==> src/design/lswg_pkg.sv <==
// Shared types, register codes and reset constants of the line sensor width gauge.
package lswg_pkg;

	localparam int DEF_MAX_PIXELS = 2048;
	localparam int DEF_MAX_LAG    = 16;

	localparam int CFG_IDX_W  = 3;
	localparam int CFG_DATA_W = 16;
	localparam int POS_W      = 11;
	localparam int DIA_W      = 27;
	localparam int DIV_W      = 36;

	localparam logic [10:0] RST_WINDOW_START = 11'd8;
	localparam logic [10:0] RST_WINDOW_END   = 11'd2039;
	localparam logic [4:0]  RST_EDGE_LAG     = 5'd4;
	localparam logic [15:0] RST_SCALE        = 16'd1000;
	localparam logic        RST_FILTER_EN    = 1'b1;
	localparam logic [7:0]  RST_FILTER_W     = 8'd3;

	localparam logic [7:0] PIX_MAX = 8'd255;

	typedef enum logic [CFG_IDX_W-1:0] {
		REG_WINDOW_START = 3'd0,
		REG_WINDOW_END   = 3'd1,
		REG_EDGE_LAG     = 3'd2,
		REG_SCALE        = 3'd3,
		REG_FILTER_EN    = 3'd4,
		REG_FILTER_W     = 3'd5
	} cfg_reg_t;

	typedef enum logic [2:0] {
		ST_RUN,
		ST_MID,
		ST_MUL,
		ST_DIV,
		ST_OUT
	} gauge_state_t;

	typedef struct packed {
		logic [7:0] pixel;
		logic       frame_last;
	} sample_t;

	typedef struct packed {
		logic [DIA_W-1:0] diameter;
		logic [POS_W-1:0] edge_distance;
		logic [7:0]       threshold;
		logic [7:0]       frame_min;
		logic [7:0]       frame_max;
		logic             status;
	} result_t;

endpackage

==> src/design/line_sensor_width_gauge.sv <==
// Line sensor width gauge: edge tracking over a pixel stream and per-frame diameter result.
// Throughput: one pixel per cycle within a frame; the lag line memory is read as a pixel is taken.
// Result path: frame-end state, then output state; with the running average a multiply state and
// 36 restoring divide steps come between; input stalls until the result is loaded.
// Reset (arst_n low) loads register defaults and clears the lag-line valid bits and the frame
// tracking; unwritten lag entries read as zero, so no clearing pass is needed.
module line_sensor_width_gauge import lswg_pkg::*; #(
	parameter int MAX_PIXELS = DEF_MAX_PIXELS,
	parameter int MAX_LAG    = DEF_MAX_LAG
) (
	input  logic                  clk,
	input  logic                  arst_n,
	input  logic                  cfg_we,
	input  logic [CFG_IDX_W-1:0]  cfg_index,
	input  logic [CFG_DATA_W-1:0] cfg_data,
	input  logic                  sample_valid,
	output logic                  sample_stall,
	input  sample_t               sample,
	output logic                  result_valid,
	input  logic                  result_stall,
	output result_t               result
);

	localparam int IDXW = (MAX_PIXELS > 1) ? $clog2(MAX_PIXELS) : 1;
	localparam int CW   = (IDXW > POS_W) ? IDXW : POS_W;
	localparam int LAGW = (MAX_LAG > 1) ? $clog2(MAX_LAG) : 1;
	localparam int LW   = $clog2(MAX_LAG + 1);
	localparam int CMPW = ((LW > 5) ? LW : 5) + 1;
	localparam int AW2  = ((LAGW > LW) ? LAGW : LW) + 1;
	localparam int CNTW = $clog2(DIV_W);

	// configuration
	logic [10:0] win_start_q, win_end_q;
	logic [4:0]  edge_lag_q;
	logic [15:0] scale_q;
	logic        filter_en_q;
	logic [7:0]  filter_w_q;

	always_ff @(posedge clk or negedge arst_n) begin
		if (!arst_n) begin
			win_start_q <= RST_WINDOW_START;
			win_end_q   <= RST_WINDOW_END;
			edge_lag_q  <= RST_EDGE_LAG;
			scale_q     <= RST_SCALE;
			filter_en_q <= RST_FILTER_EN;
			filter_w_q  <= RST_FILTER_W;
		end else if (cfg_we) begin
			unique case (cfg_reg_t'(cfg_index))
				REG_WINDOW_START: win_start_q <= cfg_data[10:0];
				REG_WINDOW_END:   win_end_q   <= cfg_data[10:0];
				REG_EDGE_LAG:     edge_lag_q  <= cfg_data[4:0];
				REG_SCALE:        scale_q     <= cfg_data;
				REG_FILTER_EN:    filter_en_q <= cfg_data[0];
				REG_FILTER_W:     filter_w_q  <= cfg_data[7:0];
				default: ;
			endcase
		end
	end

	gauge_state_t state_q, state_d;

	logic sample_acc;
	logic valid_s1, last_s1;
	logic clear_frame, out_load;

	assign sample_acc = sample_valid && !sample_stall;

	// lag line: circular memory, valid bits stand in for its zero reset
	logic [7:0]      lag_mem [MAX_LAG];
	logic [MAX_LAG-1:0] lag_vld_q;
	logic [LAGW-1:0] wptr_q;
	logic [LW-1:0]   lag_sat;
	logic [CMPW-1:0] lag_cmp;
	logic [AW2-1:0]  rd_wide;
	logic [LAGW-1:0] rd_addr;
	logic [7:0]      rd_data_s1;
	logic            rd_ok_s1;

	assign lag_cmp = CMPW'(edge_lag_q);
	assign lag_sat = (lag_cmp > CMPW'(MAX_LAG)) ? LW'(MAX_LAG) : LW'(lag_cmp);
	assign rd_wide = (AW2'(wptr_q) >= AW2'(lag_sat))
		? AW2'(wptr_q) - AW2'(lag_sat)
		: AW2'(wptr_q) + AW2'(MAX_LAG) - AW2'(lag_sat);
	assign rd_addr = rd_wide[LAGW-1:0];

	// read sees the entry before this request's write lands
	always_ff @(posedge clk) begin
		if (sample_acc) begin
			lag_mem[wptr_q] <= sample.pixel;
			rd_data_s1      <= lag_mem[rd_addr];
		end
	end

	always_ff @(posedge clk or negedge arst_n) begin
		if (!arst_n) begin
			lag_vld_q <= '0;
			wptr_q    <= '0;
			rd_ok_s1  <= 1'b0;
		end else if (sample_acc) begin
			lag_vld_q[wptr_q] <= 1'b1;
			rd_ok_s1          <= lag_vld_q[rd_addr];
			wptr_q <= (wptr_q == LAGW'(MAX_LAG - 1)) ? '0 : wptr_q + LAGW'(1);
		end
	end

	// pixel index and stage-one request
	logic [IDXW-1:0] pix_cnt_q, idx_s1;
	logic [7:0]      px_s1;

	always_ff @(posedge clk or negedge arst_n) begin
		if (!arst_n) begin
			pix_cnt_q <= '0;
			valid_s1  <= 1'b0;
			last_s1   <= 1'b0;
		end else begin
			valid_s1 <= sample_acc;
			if (sample_acc)
				last_s1 <= sample.frame_last;
			if (clear_frame)
				pix_cnt_q <= '0;
			else if (sample_acc)
				pix_cnt_q <= (pix_cnt_q == IDXW'(MAX_PIXELS - 1)) ? '0 : pix_cnt_q + IDXW'(1);
		end
	end

	always_ff @(posedge clk) begin
		if (sample_acc) begin
			px_s1  <= sample.pixel;
			idx_s1 <= pix_cnt_q;
		end
	end

	// frame tracking
	logic [7:0]       run_min_q, run_max_q, best_rise_q, best_fall_q;
	logic [POS_W-1:0] rise_idx_q, fall_idx_q;
	logic [CW-1:0]    idx_c;
	logic [7:0]       old_px;
	logic             in_win;

	assign idx_c  = CW'(idx_s1);
	assign in_win = (idx_c >= CW'(win_start_q)) && (idx_c <= CW'(win_end_q));
	assign old_px = (lag_sat == '0) ? px_s1 : (rd_ok_s1 ? rd_data_s1 : 8'd0);

	always_ff @(posedge clk or negedge arst_n) begin
		if (!arst_n) begin
			run_min_q   <= PIX_MAX;
			run_max_q   <= '0;
			best_rise_q <= '0;
			best_fall_q <= '0;
			rise_idx_q  <= '0;
			fall_idx_q  <= '0;
		end else if (clear_frame) begin
			run_min_q   <= PIX_MAX;
			run_max_q   <= '0;
			best_rise_q <= '0;
			best_fall_q <= '0;
		end else if (valid_s1 && in_win) begin
			if (px_s1 > run_max_q)
				run_max_q <= px_s1;
			if (px_s1 < run_min_q)
				run_min_q <= px_s1;
			if (px_s1 >= old_px) begin
				if (px_s1 - old_px > best_rise_q) begin
					best_rise_q <= px_s1 - old_px;
					rise_idx_q  <= idx_c[POS_W-1:0];
				end
			end else if (old_px - px_s1 > best_fall_q) begin
				best_fall_q <= old_px - px_s1;
				fall_idx_q  <= idx_c[POS_W-1:0];
			end
		end
	end

	// frame-end figures
	logic [7:0]       mid_c, mid_q, min_q, max_q, mean_q;
	logic [POS_W-1:0] dist_c, dist_q;
	logic [DIA_W-1:0] dia_c, dia_q, ldia_q;
	logic             err_c, err_q, direct_c;

	// unsigned midpoint of the running min and max, rounded toward the running min
	assign mid_c = (run_max_q >= run_min_q)
		? run_min_q + ((run_max_q - run_min_q) >> 1)
		: run_min_q - ((run_min_q - run_max_q) >> 1);
	assign dist_c = (rise_idx_q >= fall_idx_q) ? rise_idx_q - fall_idx_q
	                                           : fall_idx_q - rise_idx_q;
	assign dia_c    = DIA_W'(scale_q) * DIA_W'(dist_c);
	assign err_c    = (win_end_q <= win_start_q);
	assign direct_c = (mean_q == '0) || !filter_en_q;

	// weighted average: one multiply, then a two-lane restoring divider by W+1
	logic [DIV_W-1:0] num_t_q, num_d_q, num_t_nx, num_d_nx;
	logic [8:0]       rem_t_q, rem_d_q, rem_t_nx, rem_d_nx, sh_t, sh_d, divisor_q;
	logic [CNTW-1:0]  div_cnt_q;
	logic [15:0]      wmean_c;
	logic [34:0]      wdia_c;

	assign wmean_c = 16'(filter_w_q) * 16'(mean_q);
	assign wdia_c  = 35'(filter_w_q) * 35'(ldia_q);

	assign sh_t = {rem_t_q[7:0], num_t_q[DIV_W-1]};
	assign sh_d = {rem_d_q[7:0], num_d_q[DIV_W-1]};
	always_comb begin
		if (sh_t >= divisor_q) begin
			rem_t_nx = sh_t - divisor_q;
			num_t_nx = {num_t_q[DIV_W-2:0], 1'b1};
		end else begin
			rem_t_nx = sh_t;
			num_t_nx = {num_t_q[DIV_W-2:0], 1'b0};
		end
		if (sh_d >= divisor_q) begin
			rem_d_nx = sh_d - divisor_q;
			num_d_nx = {num_d_q[DIV_W-2:0], 1'b1};
		end else begin
			rem_d_nx = sh_d;
			num_d_nx = {num_d_q[DIV_W-2:0], 1'b0};
		end
	end

	always_ff @(posedge clk or negedge arst_n) begin
		if (!arst_n) begin
			mean_q <= '0;
			ldia_q <= '0;
		end else if (state_q == ST_MID && !err_c && direct_c) begin
			mean_q <= mid_c;
			ldia_q <= dia_c;
		end else if (state_q == ST_DIV && div_cnt_q == '0) begin
			mean_q <= num_t_nx[7:0];
			ldia_q <= num_d_nx[DIA_W-1:0];
		end
	end

	always_ff @(posedge clk) begin
		unique case (state_q)
			ST_MID: begin
				mid_q  <= mid_c;
				dist_q <= dist_c;
				dia_q  <= dia_c;
				min_q  <= run_min_q;
				max_q  <= run_max_q;
				err_q  <= err_c;
			end
			ST_MUL: begin
				num_t_q   <= DIV_W'(wmean_c) + DIV_W'(mid_q);
				num_d_q   <= DIV_W'(wdia_c) + DIV_W'(dia_q);
				rem_t_q   <= '0;
				rem_d_q   <= '0;
				divisor_q <= 9'(filter_w_q) + 9'd1;
				div_cnt_q <= CNTW'(DIV_W - 1);
			end
			ST_DIV: begin
				num_t_q   <= num_t_nx;
				num_d_q   <= num_d_nx;
				rem_t_q   <= rem_t_nx;
				rem_d_q   <= rem_d_nx;
				div_cnt_q <= div_cnt_q - CNTW'(1);
			end
			default: ;
		endcase
	end

	// sequencer
	always_ff @(posedge clk or negedge arst_n) begin
		if (!arst_n)
			state_q <= ST_RUN;
		else
			state_q <= state_d;
	end

	always_comb begin
		state_d = state_q;
		unique case (state_q)
			ST_RUN: if (valid_s1 && last_s1) state_d = ST_MID;
			ST_MID: state_d = (err_c || direct_c) ? ST_OUT : ST_MUL;
			ST_MUL: state_d = ST_DIV;
			ST_DIV: if (div_cnt_q == '0) state_d = ST_OUT;
			ST_OUT: if (!result_valid || !result_stall) state_d = ST_RUN;
			default: state_d = ST_RUN;
		endcase
	end

	always_comb begin
		clear_frame  = (state_q == ST_MID);
		out_load     = (state_q == ST_OUT) && (!result_valid || !result_stall);
		sample_stall = (state_q != ST_RUN) || (valid_s1 && last_s1);
	end

	// output register
	always_ff @(posedge clk or negedge arst_n) begin
		if (!arst_n)
			result_valid <= 1'b0;
		else if (out_load)
			result_valid <= 1'b1;
		else if (!result_stall)
			result_valid <= 1'b0;
	end

	always_ff @(posedge clk) begin
		if (out_load) begin
			if (err_q) begin
				result.diameter      <= '0;
				result.edge_distance <= '0;
				result.threshold     <= '0;
				result.frame_min     <= '0;
				result.frame_max     <= '0;
				result.status        <= 1'b1;
			end else begin
				result.diameter      <= ldia_q;
				result.edge_distance <= dist_q;
				result.threshold     <= mean_q;
				result.frame_min     <= min_q;
				result.frame_max     <= max_q;
				result.status        <= 1'b0;
			end
		end
	end

	a_last_to_mid: assert property (@(posedge clk) disable iff (!arst_n)
		valid_s1 && last_s1 |=> state_q == ST_MID)
		else $error("frame end did not start the result sequence");

	a_clear_after_mid: assert property (@(posedge clk) disable iff (!arst_n)
		state_q == ST_MID |=> pix_cnt_q == '0 && run_max_q == '0 && best_rise_q == '0
			&& best_fall_q == '0 && run_min_q == PIX_MAX)
		else $error("frame tracking not cleared after frame end");

	a_div_done: assert property (@(posedge clk) disable iff (!arst_n)
		state_q == ST_DIV && div_cnt_q == '0 |=> state_q == ST_OUT)
		else $error("divider did not finish on its last step");

	a_result_from_out: assert property (@(posedge clk) disable iff (!arst_n)
		$rose(result_valid) |-> $past(state_q) == ST_OUT)
		else $error("result raised outside the output state");

	a_err_fields: assert property (@(posedge clk) disable iff (!arst_n)
		result_valid && result.status |-> result.diameter == '0 && result.threshold == '0
			&& result.edge_distance == '0 && result.frame_max == '0)
		else $error("window error result carries data");

endmodule
==> config.mk <==
export PLATFORM = sky130hd
export DESIGN_NAME = line_sensor_width_gauge
export DESIGN_NICKNAME = d
export VERILOG_FILES = /design/src/design/lswg_pkg.sv /design/src/design/line_sensor_width_gauge.sv
export SDC_FILE = /design/constraint.sdc
export NUM_CORES = 2
export LEC_CHECK = 0
export ABC_CLOCK_PERIOD_IN_PS = 9800
export BUFFER_PORTS_ARGS = -buffer_cell sky130_fd_sc_hd__buf_2
export CORE_ASPECT_RATIO = 1.25
export CORE_MARGIN = 2
export CORE_UTILIZATION = 55
export CTS_BUF_LIST = sky130_fd_sc_hd__clkbuf_8
export DETAILED_ROUTE_END_ITERATION = 8
export PLACE_DENSITY = 0.71
export SYNTH_ARGS = -nofsm -noshare
export SYNTH_HDL_FRONTEND = slang
export SYNTH_SLANG_ARGS = --single-unit
==> constraint.sdc <==
create_clock -name clk -period 9.8 [get_ports clk]
set_clock_uncertainty 0.05 [all_clocks]
set_input_delay 1.96 -clock clk [delete_from_list [all_inputs] [get_ports clk]]
set_output_delay 1.96 -clock clk [all_outputs]
set_load 0.01 [all_outputs]
==> load_flow_metrics.sql <==
INSERT INTO impl_metrics (metric_group, metric, value, unit) VALUES
('floorplanning', 'io_pins', '98', ''),
('timing', 'timing.setup.tns', '0', 'ns'),
('flow_run', 'cap_viol_max_count', '0', ''),
('logic_synthesis', 'synth_warnings', '0', ''),
('cts', 'cts-resized-gates', '0', ''),
('route', 'route.antenna.remaining_nets', '0', ''),
('timing', 'fmaxAchievable', '111.8', 'MHz'),
('route', 'routed_wire_length_per_instance', '19.08', 'µm'),
('logic_synthesis', 'number_of_enable_type_register_cells_in_the_synthesized_netlist', '384', ''),
('place', 'gp_routability_congestion', '0.9070', ''),
('timing', 'rsz_0062_raised_after_global_routing', 'false', ''),
('worst_setup_path', 'critPathMostFrequentCell', 'sky130_fd_sc_hd__fa_1', ''),
('cts', 'clock_tree.htree_level_count', '3', ''),
('final_layout', 'finalNonFillerCells', '4927', ''),
('floorplanning', 'initial_utilization', '55.60', '%'),
('worst_setup_path', 'path_class', 'flop to flop', ''),
('worst_setup_path', 'cp_data_required_time', '10.23', 'ns'),
('cts', 'cts_root_buf', 'sky130_fd_sc_hd__clkbuf_8', ''),
('cts', 'number_of_buffers_between_clock_root_and_the_deepest_sink', '3', ''),
('logic_synthesis', 'yosys_most_used_dff', 'sky130_fd_sc_hd__edfxtp_1', ''),
('worst_hold_path', 'min_path_type', 'flop to flop', ''),
('final_layout', 'fin_util', '60.27', '%'),
('place', 'place_inst', '4750', ''),
('cts', 'postCtsHoldBufs', '0', ''),
('final_layout', 'post_route_cells_drive_above_1_share', '11.07', '%'),
('timing', 'timing_hold_violations_final', '0', ''),
('grt', 'grt_util_all_layers', '25.11', '%'),
('worst_setup_path', 'crit_slowest_cell', 'sky130_fd_sc_hd__xnor2_2', ''),
('grt', 'globalRoute.busiestLayer', 'met2', ''),
('logic_synthesis', 'avgSynthCellArea', '10.89', 'µm²'),
('place', 'dp_hpwl', '68.24', 'mm'),
('route', 'drc_errors', '0', ''),
('timing', 'setup_viol', '0', ''),
('timing', 'pins_over_slew_limit', '0', ''),
('cts', 'tritoncts_num_sinks', '563', ''),
('route', 'detail_route.vias_per_cell', '5.605', ''),
('grt', 'grt_remaining_overflow', '0', ''),
('floorplanning', 'core_area', '74690', 'µm²'),
('cts', 'cts_tree', 'yes', ''),
('logic_synthesis', 'synth_cells', '3812', ''),
('grt', 'grt_use_met2', '44.10', '%'),
('worst_setup_path', 'worstSetupStartpointType', 'flop', ''),
('logic_synthesis', 'postSynthRegisterBits', '563', ''),
('cts', 'cts_setup_buffers', '0', ''),
('status', 'run_status', 'finished, final reports clean', ''),
('worst_setup_path', 'crit_fanout', '17', ''),
('final_layout', 'final_common_cell', 'sky130_fd_sc_hd__inv_1', ''),
('logic_synthesis', 'cell_area_after_synthesis', '41520', 'µm²'),
('floorplanning', 'fp.dieH', '311.2', 'µm'),
('final_layout', 'num-nets-final', '4581', ''),
('route', 'drt-pass1-iter-count', '6', ''),
('logic_synthesis', 'synthesis.nets', '4517', ''),
('grt', 'first_pass_grt_wire_length', '154.8', 'mm'),
('floorplanning', 'placement_rows', '112', ''),
('route', 'first_iter_violations', '1827', ''),
('grt', 'use_met3', '3.756', '%'),
('grt', 'antenna_found_initial', '4', ''),
('timing', 'layout_worst_path_cycle_share', '91.29', '%'),
('timing', 'final_period_minus_worst_setup_slack', '8.946', 'ns'),
('timing', 'hold_ws', '0.4114', 'ns'),
('logic_synthesis', 'netlist-cell-type-count', '83', ''),
('floorplanning', 'die-width', '249.8', 'µm'),
('route', 'route.final.wire_length', '93.99', 'mm'),
('grt', 'global_route.usage.met1', '31.49', '%'),
('final_layout', 'flow.area_growth_from_synthesis', '8.407', '%'),
('floorplanning', 'die_area', '77730', 'µm²'),
('worst_setup_path', 'critical_path.max_stage_delay', '0.72', 'ns'),
('grt', 'grt_max_degree', '90', ''),
('logic_synthesis', 'async_reset_ff_share', '31.79', '%'),
('timing', 'worst_pin_slew', '1.038', 'ns'),
('timing', 'relSlewSlack', '30.68', '%'),
('route', 'num_vias', '27620', ''),
('place', 'numPortBuffers', '97', ''),
('final_layout', 'fill_cells', '6187', ''),
('worst_setup_path', 'setup.worst_path.end_class', 'flop', ''),
('final_layout', 'commonest_non_fill_non_tap_cells_in_the_layout', 'sky130_fd_sc_hd__inv_1 (546), sky130_fd_sc_hd__nand2_1 (488), sky130_fd_sc_hd__edfxtp_1 (384)', ''),
('cts', 'clkLatencyLatePin', '0.74', 'ns'),
('grt', 'via_count_of_the_first_global_routing_pass', '29220', ''),
('cts', 'clkSlewWorstSetupHoldPaths', '0.06', 'ns'),
('worst_setup_path', 'critical_path_arrival', '9.38', 'ns'),
('cts', 'number_of_buffers_created_by_cts', '93', ''),
('logic_synthesis', 'seq_total_area_yosys', '38.64', '%');
## metrics by stage
stage,setup slack (ns),cell area [µm²]
floorplan,2.166,41520
global placement,1.095,42930
detailed placement,0.9254,42930
CTS,0.8700,45010
global route,0.2296,45020
finish,0.8538,45020
## final timing paths
kind	startpoint	endpoint	slack, ns	cells after the start
hold / removal	lag_vld_q[11]	lag_vld_q[11]	0.41	1
max in group asynchronous	arst_n	mean_q[1]	7.14	2
hold reg to reg	lag_vld_q[11]	lag_vld_q[11]	0.41	1
min in group asynchronous	arst_n	run_max_q[1]	1.18	1
setup / recovery	rise_idx_q[0]	dia_q[26]	0.85	28
setup reg to reg	rise_idx_q[0]	dia_q[26]	0.85	28
## registers in the layout (all words and copies together), names as in the netlist, 9 cells and up
register and flops:
dia_q 27, dist_q 11, divisor_q 9, fall_idx_q 11, idx_c 11, lag_mem 128
lag_vld_q 16, ldia_q 27, num_d_q 36, num_t_q 36, pix_cnt_q 11, result 63
rise_idx_q 11, scale_q 16, win_end_q 11, win_start_q 11
## logic make-up after synthesis
kind of cell	Yosys count	synth area share, %
AO/OA/AOI/OAI	540	8.627
XOR/XNOR	130	2.760
adder cells (fa/ha/maj)	672	26.68
buffers and inverters	689	6.343
flip-flops	563	38.64
multiplexers	120	4.137
AND/OR/NAND/NOR	1098	12.81
## layout make-up
cell class | instances | area, µm² | share of cell area [%]
Antenna cell | 2 | 5.005 | 0.01112
Multi-Input combinational cell | 2560 | 22910 | 50.90
Tap cell | 969 | 1212 | 2.693
Clock inverter | 77 | 726.9 | 1.615
Timing Repair Buffer | 140 | 817.0 | 1.815
Sequential cell | 563 | 16050 | 35.65
Inverter | 518 | 1946 | 4.322
Clock buffer | 98 | 1349 | 2.996
## layer usage
layer  wire (µm)  up-vias
met5          24        -
met4        3121        4
met3        5134      225
met1       37980    13770
li1            -    12830
met2       47740      781
## cell usage after synthesis, drive strengths merged, types with 38 or more instances
library cell | instances | area (µm²)
inv | 518 | 1944
nand2 | 489 | 1836
edfxtp | 384 | 11530
fa | 356 | 7127
ha | 316 | 3954
and2 | 169 | 1065
dfrtp | 150 | 3754
clkbuf | 142 | 534.3
a21oi | 141 | 713.2
nor2 | 133 | 499.2
nor2b | 125 | 782.0
o21ai | 106 | 530.5
xnor2 | 73 | 646.9
a21o | 64 | 480.5
xor2 | 57 | 499.2
mux2 | 53 | 596.8
and3 | 38 | 237.7
## critical path: cells and delay by family, from the launching register on
kind | cells | cell delay, ns
compound gates | 7 | 2.05
xor+xnor | 1 | 0.72
fa+ha+maj | 7 | 3.54
buf+inv | 4 | 0.22
flops | 1 | 0.34
mux | 1 | 0.21
simple gates | 8 | 1.55
Power is not shown: default switching activity piles up to over one toggle a cycle in this logic, so the estimate is an artifact.
